[src/rtl/core/rdof_pkg.sv]
// ----------------------------------------------------------------------------
// rdof_pkg
// Types and constants shared by the ROI mean-depth obstacle flag block.
// ----------------------------------------------------------------------------
package rdof_pkg;

	localparam int unsigned MAX_SIDE = 2048;

	localparam int unsigned DEPTH_W = 16;
	localparam int unsigned COORD_W = 11;
	localparam int unsigned RECT_W  = 48;
	localparam int unsigned SUM_W   = 38;
	localparam int unsigned CNT_W   = 22;
	localparam int unsigned PROD_W  = DEPTH_W + CNT_W;
	localparam int unsigned CFG_W   = RECT_W;

	typedef logic [RECT_W-1:0]  rect_t;
	typedef logic [DEPTH_W-1:0] level_t;
	typedef logic [SUM_W-1:0]   sum_t;
	typedef logic [CNT_W-1:0]   cnt_t;
	typedef logic [PROD_W-1:0]  prod_t;

	typedef enum logic [2:0] {
		REG_STRAIGHT_RECT  = 3'd0,
		REG_RIGHT_RECT     = 3'd1,
		REG_STRAIGHT_LEVEL = 3'd2,
		REG_RIGHT_LEVEL    = 3'd3,
		REG_DEPTH_MARGIN   = 3'd4
	} cfg_idx_t;

	localparam rect_t  STRAIGHT_RECT_RST  = 48'd5497894297680;
	localparam rect_t  RIGHT_RECT_RST     = 48'd31611295580260;
	localparam level_t STRAIGHT_LEVEL_RST = 16'd1750;
	localparam level_t RIGHT_LEVEL_RST    = 16'd1550;
	localparam level_t DEPTH_MARGIN_RST   = 16'd200;

	typedef struct packed {
		logic [DEPTH_W-1:0] depth;
		logic [COORD_W-1:0] col;
		logic [COORD_W-1:0] row;
		logic               frame_end;
	} pixel_t;

	typedef struct packed {
		logic straight_blocked;
		logic right_blocked;
	} flags_t;

	typedef struct packed {
		logic load_s2;
		logic consume_s2;
		logic snap;
		logic load_s4;
	} stage_ctl_t;

endpackage

[src/rtl/core/rdof_region.sv]
// ----------------------------------------------------------------------------
// rdof_region
// Membership test, saturating sum and count of nonzero depth pixels for one
// rectangle, frame-end snapshot and the division-free mean comparison.
// ----------------------------------------------------------------------------
module rdof_region (
	input  logic                clk,
	input  logic                arst_n,
	input  rdof_pkg::rect_t     rect,
	input  rdof_pkg::level_t    thr,
	input  rdof_pkg::pixel_t    pix_s1,
	input  rdof_pkg::stage_ctl_t ctl,
	output logic                nonempty,
	output logic                blocked
);
	import rdof_pkg::*;

	logic [COORD_W-1:0] x0, y0, w, h;
	logic [COORD_W:0]   x_end, y_end;
	logic               in_image, hit_s1;

	logic               hit_s2;
	logic [DEPTH_W-1:0] depth_s2;

	sum_t               sum_q, sum_nx;
	cnt_t               count_q, count_nx;
	logic [SUM_W:0]     sum_add;

	sum_t               sum_s3;
	cnt_t               count_s3;
	prod_t              prod_s4;
	sum_t               sum_s4;

	assign x0 = rect[47:37];
	assign y0 = rect[35:25];
	assign w  = rect[23:13];
	assign h  = rect[11:1];

	assign x_end = {1'b0, x0} + {1'b0, w};
	assign y_end = {1'b0, y0} + {1'b0, h};

	assign in_image = (32'(pix_s1.col) < MAX_SIDE) && (32'(pix_s1.row) < MAX_SIDE);

	assign hit_s1 = (pix_s1.depth != '0) && in_image
		&& (pix_s1.col >= x0) && ({1'b0, pix_s1.col} < x_end)
		&& (pix_s1.row >= y0) && ({1'b0, pix_s1.row} < y_end);

	always_ff @(posedge clk or negedge arst_n) begin
		if (!arst_n) begin
			hit_s2 <= 1'b0;
		end else if (ctl.load_s2) begin
			hit_s2 <= hit_s1;
		end
	end

	always_ff @(posedge clk) begin
		if (ctl.load_s2) begin
			depth_s2 <= pix_s1.depth;
		end
	end

	assign sum_add = {1'b0, sum_q} + (SUM_W+1)'(depth_s2);

	always_comb begin
		sum_nx   = sum_q;
		count_nx = count_q;
		if (hit_s2) begin
			sum_nx = sum_add[SUM_W] ? '1 : sum_add[SUM_W-1:0];
			if (count_q != '1) begin
				count_nx = count_q + 1'b1;
			end
		end
	end

	assign nonempty = (count_nx != '0);

	always_ff @(posedge clk or negedge arst_n) begin
		if (!arst_n) begin
			sum_q   <= '0;
			count_q <= '0;
		end else if (ctl.consume_s2) begin
			if (ctl.snap) begin
				sum_q   <= '0;
				count_q <= '0;
			end else begin
				sum_q   <= sum_nx;
				count_q <= count_nx;
			end
		end
	end

	always_ff @(posedge clk) begin
		if (ctl.snap) begin
			sum_s3   <= sum_nx;
			count_s3 <= count_nx;
		end
		if (ctl.load_s4) begin
			prod_s4 <= PROD_W'(thr) * PROD_W'(count_s3);
			sum_s4  <= sum_s3;
		end
	end

	assign blocked = (prod_s4 > sum_s4);

endmodule

[src/rtl/core/roi_mean_depth_obstacle_flags.sv]
// ----------------------------------------------------------------------------
// roi_mean_depth_obstacle_flags
// Accumulates nonzero depth pixels in two rectangles and, at a frame end with
// both nonempty, reports if each region's mean depth lies below its threshold.
// ----------------------------------------------------------------------------
//
// Channel   Direction  Handshake              Item
// pixel     in         pixel_valid/stall      depth, col, row, frame_end
// flags     out        flags_valid/stall      straight_blocked, right_blocked
// cfg       in         cfg_we                 cfg_index, cfg_data
//
// One pixel is taken every cycle while pixel_stall is low; each pixel only
// updates two accumulators. A frame-end pixel's flags pass through the input
// register, the accumulator stage, the snapshot and the multiplier stage to
// the output register.
// Reset clears all accumulators and valid bits and restores default settings.
// While flags are stalled, pixels keep flowing until a frame-end item finds
// the result stages full.
module roi_mean_depth_obstacle_flags (
	input  logic               clk,
	input  logic               arst_n,
	input  logic               pixel_valid,
	output logic               pixel_stall,
	input  rdof_pkg::pixel_t   pixel,
	output logic               flags_valid,
	input  logic               flags_stall,
	output rdof_pkg::flags_t   flags,
	input  logic               cfg_we,
	input  rdof_pkg::cfg_idx_t cfg_index,
	input  logic [rdof_pkg::CFG_W-1:0] cfg_data
);
	import rdof_pkg::*;

	rect_t  straight_rect_q, right_rect_q;
	level_t straight_level_q, right_level_q, depth_margin_q;
	level_t straight_thr, right_thr;

	pixel_t pix_s1;
	logic   valid_s1, valid_s2, fend_s2, valid_s3, valid_s4;
	logic   ready_s1, ready_s2, ready_s3, ready_s4, ready_out;
	logic   accept;
	stage_ctl_t ctl;
	logic   st_nonempty, rt_nonempty, st_blocked, rt_blocked;
	flags_t flags_q;
	logic   flags_valid_q;

	always_ff @(posedge clk or negedge arst_n) begin
		if (!arst_n) begin
			straight_rect_q  <= STRAIGHT_RECT_RST;
			right_rect_q     <= RIGHT_RECT_RST;
			straight_level_q <= STRAIGHT_LEVEL_RST;
			right_level_q    <= RIGHT_LEVEL_RST;
			depth_margin_q   <= DEPTH_MARGIN_RST;
		end else if (cfg_we) begin
			unique case (cfg_index)
				REG_STRAIGHT_RECT:  straight_rect_q  <= cfg_data;
				REG_RIGHT_RECT:     right_rect_q     <= cfg_data;
				REG_STRAIGHT_LEVEL: straight_level_q <= cfg_data[DEPTH_W-1:0];
				REG_RIGHT_LEVEL:    right_level_q    <= cfg_data[DEPTH_W-1:0];
				REG_DEPTH_MARGIN:   depth_margin_q   <= cfg_data[DEPTH_W-1:0];
				default: ;
			endcase
		end
	end

	// A level at or below the margin gives a zero threshold, which never blocks.
	assign straight_thr = (straight_level_q > depth_margin_q)
		? straight_level_q - depth_margin_q : '0;
	assign right_thr = (right_level_q > depth_margin_q)
		? right_level_q - depth_margin_q : '0;

	assign ready_out = !flags_valid_q || !flags_stall;
	assign ready_s4  = !valid_s4 || ready_out;
	assign ready_s3  = !valid_s3 || ready_s4;
	assign ready_s2  = !valid_s2 || !fend_s2 || ready_s3;
	assign ready_s1  = !valid_s1 || ready_s2;

	assign pixel_stall = !ready_s1;
	assign accept      = pixel_valid && ready_s1;

	assign ctl.load_s2    = valid_s1 && ready_s2;
	assign ctl.consume_s2 = valid_s2 && ready_s2;
	assign ctl.snap       = valid_s2 && fend_s2 && ready_s2;
	assign ctl.load_s4    = valid_s3 && ready_s4;

	always_ff @(posedge clk) begin
		if (accept) begin
			pix_s1 <= pixel;
		end
	end

	always_ff @(posedge clk or negedge arst_n) begin
		if (!arst_n) begin
			valid_s1      <= 1'b0;
			valid_s2      <= 1'b0;
			fend_s2       <= 1'b0;
			valid_s3      <= 1'b0;
			valid_s4      <= 1'b0;
			flags_valid_q <= 1'b0;
		end else begin
			if (accept) begin
				valid_s1 <= 1'b1;
			end else if (ctl.load_s2) begin
				valid_s1 <= 1'b0;
			end

			if (ctl.load_s2) begin
				valid_s2 <= 1'b1;
				fend_s2  <= pix_s1.frame_end;
			end else if (ctl.consume_s2) begin
				valid_s2 <= 1'b0;
			end

			if (ctl.snap) begin
				valid_s3 <= st_nonempty && rt_nonempty;
			end else if (ctl.load_s4) begin
				valid_s3 <= 1'b0;
			end

			if (ctl.load_s4) begin
				valid_s4 <= 1'b1;
			end else if (ready_out) begin
				valid_s4 <= 1'b0;
			end

			if (valid_s4 && ready_out) begin
				flags_valid_q <= 1'b1;
			end else if (!flags_stall) begin
				flags_valid_q <= 1'b0;
			end
		end
	end

	always_ff @(posedge clk) begin
		if (valid_s4 && ready_out) begin
			flags_q.straight_blocked <= st_blocked;
			flags_q.right_blocked    <= rt_blocked;
		end
	end

	rdof_region u_straight (
		.clk      (clk),
		.arst_n   (arst_n),
		.rect     (straight_rect_q),
		.thr      (straight_thr),
		.pix_s1   (pix_s1),
		.ctl      (ctl),
		.nonempty (st_nonempty),
		.blocked  (st_blocked)
	);

	rdof_region u_right (
		.clk      (clk),
		.arst_n   (arst_n),
		.rect     (right_rect_q),
		.thr      (right_thr),
		.pix_s1   (pix_s1),
		.ctl      (ctl),
		.nonempty (rt_nonempty),
		.blocked  (rt_blocked)
	);

	assign flags_valid = flags_valid_q;
	assign flags       = flags_q;

endmodule

[config.mk]
export PLATFORM = sky130hd
export DESIGN_NAME = roi_mean_depth_obstacle_flags
export DESIGN_NICKNAME = d
export VERILOG_FILES = /design/src/rtl/core/rdof_pkg.sv /design/src/rtl/core/rdof_region.sv /design/src/rtl/core/roi_mean_depth_obstacle_flags.sv
export SDC_FILE = /design/constraint.sdc
export NUM_CORES = 2
export LEC_CHECK = 0
export CORE_ASPECT_RATIO = 1.2
export CORE_UTILIZATION = 45
export DETAILED_ROUTE_END_ITERATION = 6
export DONT_BUFFER_PORTS = 1
export PLACE_DENSITY_LB_ADDON = 0.08
export SLEW_MARGIN = 40
export SYNTH_ARGS = -nofsm -noshare
export SYNTH_HDL_FRONTEND = slang
export SYNTH_SLANG_ARGS = --single-unit
[constraint.sdc]
create_clock -name clk -period 12.2 [get_ports clk]
set_clock_uncertainty 0.1 [all_clocks]
set_input_delay 0.61 -clock clk [delete_from_list [all_inputs] [get_ports clk]]
set_output_delay 0.61 -clock clk [all_outputs]
set_load 0.01 [all_outputs]
Word-level counts from Yosys, hierarchy flattened:

Cells that the tools add are included.

* bits of input ports: 95
* logic and storage cells: 130
* register bits after elaboration: 601
* output and inout bits: 4

* reductions and logical operators: 43
* multiply operators: 2
* order comparisons: 12
* mux-type cells: 24
* equal/unequal tests: 7
* $add $sub $neg: 10

Operators with widths (count)
* $mux 38: 6
* $mux 22: 6
* $add 38x16->39: 2
* $gt 38x38->1: 2
* $mul 16x22->38: 2
* $add 11x11->12: 4
* $lt 11x12->1: 4
* $add 22x1->22 const B: 2
* $ge 11x11->1: 4
* $ne 22x22->1 const B: 2
* $reduce_bool 22->1: 2
* $gt 16x16->1: 2
* $mux 16: 2
* $sub 16x16->16: 2
* $logic_and 1x1->1: 16
* $reduce_bool 16->1: 1
* $mux 1: 10
* $reduce_and 2->1: 5
* $logic_not 1->1: 8
* $reduce_bool 2->1: 4
* $eq 3x2->1 const B: 2
* $logic_or 1x1->1: 6
* $eq 3x1->1 const B: 1
* $eq 3x3->1 const B: 1
* other kinds (2): 2

Longest topological paths before layout:

* depth after elaboration: 8
* gate-level depth with buffers: 36
* gate-level depth less buffers: 34

Cells and area by module:

Synthesis repeated with hierarchy kept, for this count alone.

* cell total of the unflattened synthesis: 5625
* area, all modules: 56097.6 sq um

By module, submodules not included
* rdof_region at u_straight: seq. area each 6090.8 sq um, area an instance 23747.8 sq um, instances 1, cells an instance 2469
* rdof_region at u_right: seq. area each 6090.8 sq um, area an instance 23705.2 sq um, instances 1, cells an instance 2487
* roi_mean_depth_obstacle_flags: seq. area each 5033.6 sq um, area an instance 8644.5 sq um, instances 1, cells an instance 669

Worst setup path after synthesis:

Ideal clock, no wire load.

* path kind: reg2reg
* start: register right_level_q[1]
* end: register u_right.prod_s4[22] (data pin)
* cell stages (with the launch flop): 34
* library setup time: 0.265 ns
* buffers on the path: 2
* slack: 3.805 ns
* clock period less this slack: 8.395 ns
* required time: 11.835 ns
* arrival: 8.030 ns
* path through: dfstp_2 -> inv_1 -> fa_1 -> nor2b_1 -> o21ai_1 -> a21boi_1 -> o211ai_1 -> a21oi_1 -> o31ai_1 -> o211ai_1 -> clkbuf_1 -> and2_1 -> clkbuf_1 -> nand2_1 -> fa_1 -> inv_1 -> fa_1 -> inv_1 -> fa_1 -> inv_1 -> fa_1 -> fa_1 -> inv_1 -> fa_1 -> inv_1 -> ha_1 -> a21o_1 -> a21o_1 -> a21o_1 -> a31oi_1 -> o21bai_1 -> a21oi_1 -> nor4bb_1 -> or3_1

* longest elaborated chain between the ends: 3
* elaborated cells on any way between the ends: 4
* those cells by class: add/sub (1); mul (1); order compare (1); mux (1)

Ends and longest elaborated chain
* start: declaration: RTL line roi_mean_depth_obstacle_flags.sv:35 `level_t straight_level_q, right_level_q, depth_margin_q;`
* start signal: assignment: RTL line roi_mean_depth_obstacle_flags.sv:59 `REG_RIGHT_LEVEL: right_level_q <= cfg_data[DEPTH_W-1:0];`
* $sub 16x16->16 / $gt 16x16->1 (equally long branches): RTL line roi_mean_depth_obstacle_flags.sv:70, roi_mean_depth_obstacle_flags.sv:69
* $mux 16 (*): RTL line roi_mean_depth_obstacle_flags.sv:70 `? right_level_q - depth_margin_q : '0;`
* $mul 16x22->38 (*): RTL line rdof_region.sv:98 `prod_s4 <= PROD_W'(thr) * PROD_W'(count_s3);`
* end signal: assignment: RTL line rdof_region.sv:98
* end: declaration: RTL line rdof_region.sv:31 `prod_t prod_s4;`

Every way passes the cells marked *; elsewhere a longest branch is shown, timed or not.
A chain may end at the register's enable or synchronous reset.

Worst setup path in the final report:

* start: register straight_level_q[1]
* end: register u_straight.prod_s4[30] (data pin)

* longest elaborated chain between the ends: 3
* elaborated cells on any way between the ends: 4
* those cells by class: add/sub (1); mul (1); order compare (1); mux (1)

Ends and longest elaborated chain
* start: declaration: RTL line roi_mean_depth_obstacle_flags.sv:35
* start signal: assignment: RTL line roi_mean_depth_obstacle_flags.sv:58 `REG_STRAIGHT_LEVEL: straight_level_q <= cfg_data[DEPTH_W-1:0];`
* $sub 16x16->16 / $gt 16x16->1 (equally long branches): RTL line roi_mean_depth_obstacle_flags.sv:68, roi_mean_depth_obstacle_flags.sv:67
* $mux 16 (*): RTL line roi_mean_depth_obstacle_flags.sv:68 `? straight_level_q - depth_margin_q : '0;`
* $mul 16x22->38 (*): RTL line rdof_region.sv:98
* end signal: assignment: RTL line rdof_region.sv:98
* end: declaration: RTL line rdof_region.sv:31

Marked as above.

==> impl_results.md <==
* CTS root buffer: clkbuf_16
* Synth top area share at 20.86%
* Max clock buf depth at 3
* I/O Buffers at 0
* Min Clock Period, post-route at 10.07 ns
* Final ANT Viol Nets at 0
* Max-Cap Viols at 0
* RSZ-0062 raised after global routing: false
* Type of the worst setup path: reg -> reg
* Synth area leaders: fa_1 (21%), edfxtp_1 (18%), ha_1 (11%)
* CP arrival at 10.39 ns
* Clk Latency, worst-skew pair at 0.67 ns
* Num CTS Buffers at 68
* H-tree depth at 3
* Final HPWL DP at 110.1 mm
* Die ar. at 121700 um2
* Status: completed
* Post-CTS setup buffers at 0
* Largest area contributor in the netlist: fa_1
* Antenna violations before repair at 8
* Fin. max-slew vios at 0
* Clock transition at path regs at 0.06 ns
* GPL Wtd Cong at 0.8833
* Total GRT Usage at 24.31%
* Remaining DRCs at 0
* Wirelength per Cell at between 20 and 25 um
* Critical Path Most Common Cell: fa_1
* Fin cells at 7101
* Relative slew slack at 39.96%
* Hold Path Class: in -> reg
* First-pass GRT wire length at 228.9 mm
* CTS sink cnt at ~600
* Setup crit end kind: flop
* Hold WS at 0.2604 ns
* Syn. warnings at 0
* Synth Instances at 5472
* Final Setup Violations at 0
* Vias in the first global route at 40930
* Avg Vias per Cell at approximately 5.5
* Core area at about 120000 um2
* CP Max Fanout at 16
* Via count at 39030
* CTS tree: done
* Post-route setup TNS at 0 ns
* EDFF count, synth at 329
* Die width at 318.6 um
* Post-synthesis cell area at ~54000 um2
* Fraction of registers with async set/reset at 44.52%
* CP max stage delay at 0.71 ns
* Number of cell rows at 139
* Largest net degree at the start of global routing at approximately 270
* Syn Nets at 6621
* Max Clk Rate at between 90 and 100 MHz
* Post-synth top flop: edfxtp_1
* Distinct cells, synth at 87
* Period utilization at 82.54%
* Measured slew at the worst slew-check pin at 0.8926 ns
* Worst Path Required at 12.52 ns
* DRT iter0 DRCs at 2169
* Final WL at 144.8 mm
* Startpoint types: flop
* Final Hold Viols at 0
* Register area share after synthesis at 30.55%
* Area growth syn-to-layout at 9.607%
* Nets at 6638
* Flops & latches, synth at about 590
* Share of cells above drive strength 1 at 6.494%
* Grt ovf at 0
* Synth Area per Inst at 9.892 um2
* Die Ht at 381.9 um
* DRT Pass-1 Iters at 6
* IO Pins at 99
* Slowest stage cell, crit path: nor3_4
* Initial Util at 45.30%
* Placed insts at 6877
critical path, delay by kind of cell (launching register included):
kind,cells,cell delay [ns]
adder cells (fa/ha/maj),8,3.84
AO/OA/AOI/OAI,10,2.86
XOR/XNOR,1,0.15
flip-flops,1,0.54
AND/OR/NAND/NOR,7,1.92
buffers and inverters,3,0.40
cell usage after synthesis (14+ instances only):
cell type  number
dfrtp_1       225
a21oi_1       225
and4_1         15
a211oi_1       23
nand3_1        85
nor4bb_1       15
or2_2          14
o211ai_1       15
nor2b_1        33
nand4_1        60
inv_1         848
a21boi_0       14
nand2b_1       47
fa_1          564
xnor2_1       130
a22o_1         50
and3_1         27
ha_1          490
or3_1          19
edfxtp_1      329
a31oi_1        22
dfstp_2        39
xor2_1         65
nor3_1         75
nor4_1         19
nor2_1        290
and2_1        208
a21o_1        103
nand2_1       634
o21ai_0       232
o21bai_1       31
clkbuf_1      179
mux2_2         89
o31ai_1        22
o21a_1         44
per-layer routing:
metal	wire length, um	share of wire [%]	GRT usage (%)	vias to the layer above
met5	0	0	0	-
met4	4758	3.3	8.884	0
met3	4925	3.4	2.461	220
met2	75170	52	43.91	772
met1	59900	41	29.90	19800
li1	-	-	-	18230
final cells by class:
cell class                 instances  area, um2
clock buffer                      91       1891
multi-input combinational       3832      33870
inverter                         849       3192
antenna                            6      15.01
timing repair buffer             145       1429
sequential                       593      16530
clock inverter                    34      456.7
tap                             1551       1941
fill                           11130      60150
cell usage in the layout (no fill, tap or decap), types with 39 or more instances in the layout:
| cell | instances |
|---|---|
| nand3_1 | 85 |
| mux2_2 | 89 |
| edfxtp_1 | 329 |
| a21o_1 | 103 |
| xor2_1 | 64 |
| nand2_1 | 633 |
| dfstp_2 | 39 |
| fa_1 | 564 |
| o21ai_0 | 231 |
| nand4_1 | 60 |
| clkbuf_16 | 70 |
| and2_1 | 206 |
| a21oi_1 | 224 |
| inv_1 | 847 |
| nor3_1 | 70 |
| nor2_1 | 289 |
| ha_1 | 490 |
| dfrtp_1 | 225 |
| a22o_1 | 50 |
| o21a_1 | 43 |
| dlygate4sd3_1 | 88 |
| xnor2_1 | 130 |
| buf_4 | 42 |
| nand2b_1 | 46 |
registers in the layout (all words and copies together) (netlist names), 22 cells and up:
register / count
right_rect_q: 44
u_straight.prod_s4: 38
u_straight.sum_s3: 38
u_right.count_s3: 22
straight_rect_q: 44
u_right.prod_s4: 38
u_straight.sum_s4: 38
u_straight.sum_q: 38
u_straight.count_q: 22
u_right.sum_s4: 38
u_right.sum_q: 38
u_right.count_q: 22
u_right.sum_s3: 38
u_straight.count_s3: 22
pix_s1: 39
final timing paths:
path	slack, ns	to	start	cells past startpoint
max reg2reg	2.13	u_straight.prod_s4[30]	straight_level_q[1]	29
min reg2reg	0.30	u_right.sum_s4[9]	u_right.sum_s3[9]	0
max	2.13	u_straight.prod_s4[30]	straight_level_q[1]	29
min	0.26	valid_s3	flags_stall	2
max in group asynchronous	10.13	u_right.sum_q[27]	arst_n	4
min in group asynchronous	0.39	right_level_q[12]	arst_n	2
through the flow:
| stage | setup slack (ns) | utilization (%) | instance area [um2] |
|---|---|---|---|
| finish | 2.131 | 49.65 | 59330 |
| global route | 1.635 | 49.65 | 59330 |
| CTS | 2.156 | 49.56 | 59220 |
| detailed placement | 2.187 | 46.85 | 55970 |
| global placement | 2.020 | 46.70 | 55800 |
| floorplan | 3.805 | - | 54130 |
timing repair:
item | CTS | global route
hold buffers | 88 | 1
endpoints found under the hold margin | 442 | 59
resized for setup | 0 | 0
kinds of logic (layout without fill, tap and decap cells):
group / Yosys count / count (layout) / synth area share [%]
buffers and inverters: 1047 / 1119 / 7.286
flip-flops: 593 / 593 / 30.55
multiplexers: 95 / 95 / 1.963
other: 0 / 6 / 0
XOR/XNOR: 195 / 195 / 3.155
AND/OR/NAND/NOR: 1598 / 1598 / 14.25
AO/OA/AOI/OAI: 890 / 890 / 10.61
adder cells (fa/ha/maj): 1054 / 1054 / 32.19
Power is left out: the tool's default activity adds up to more than one toggle a clock period on the data nets, which glitch-free logic cannot reach.
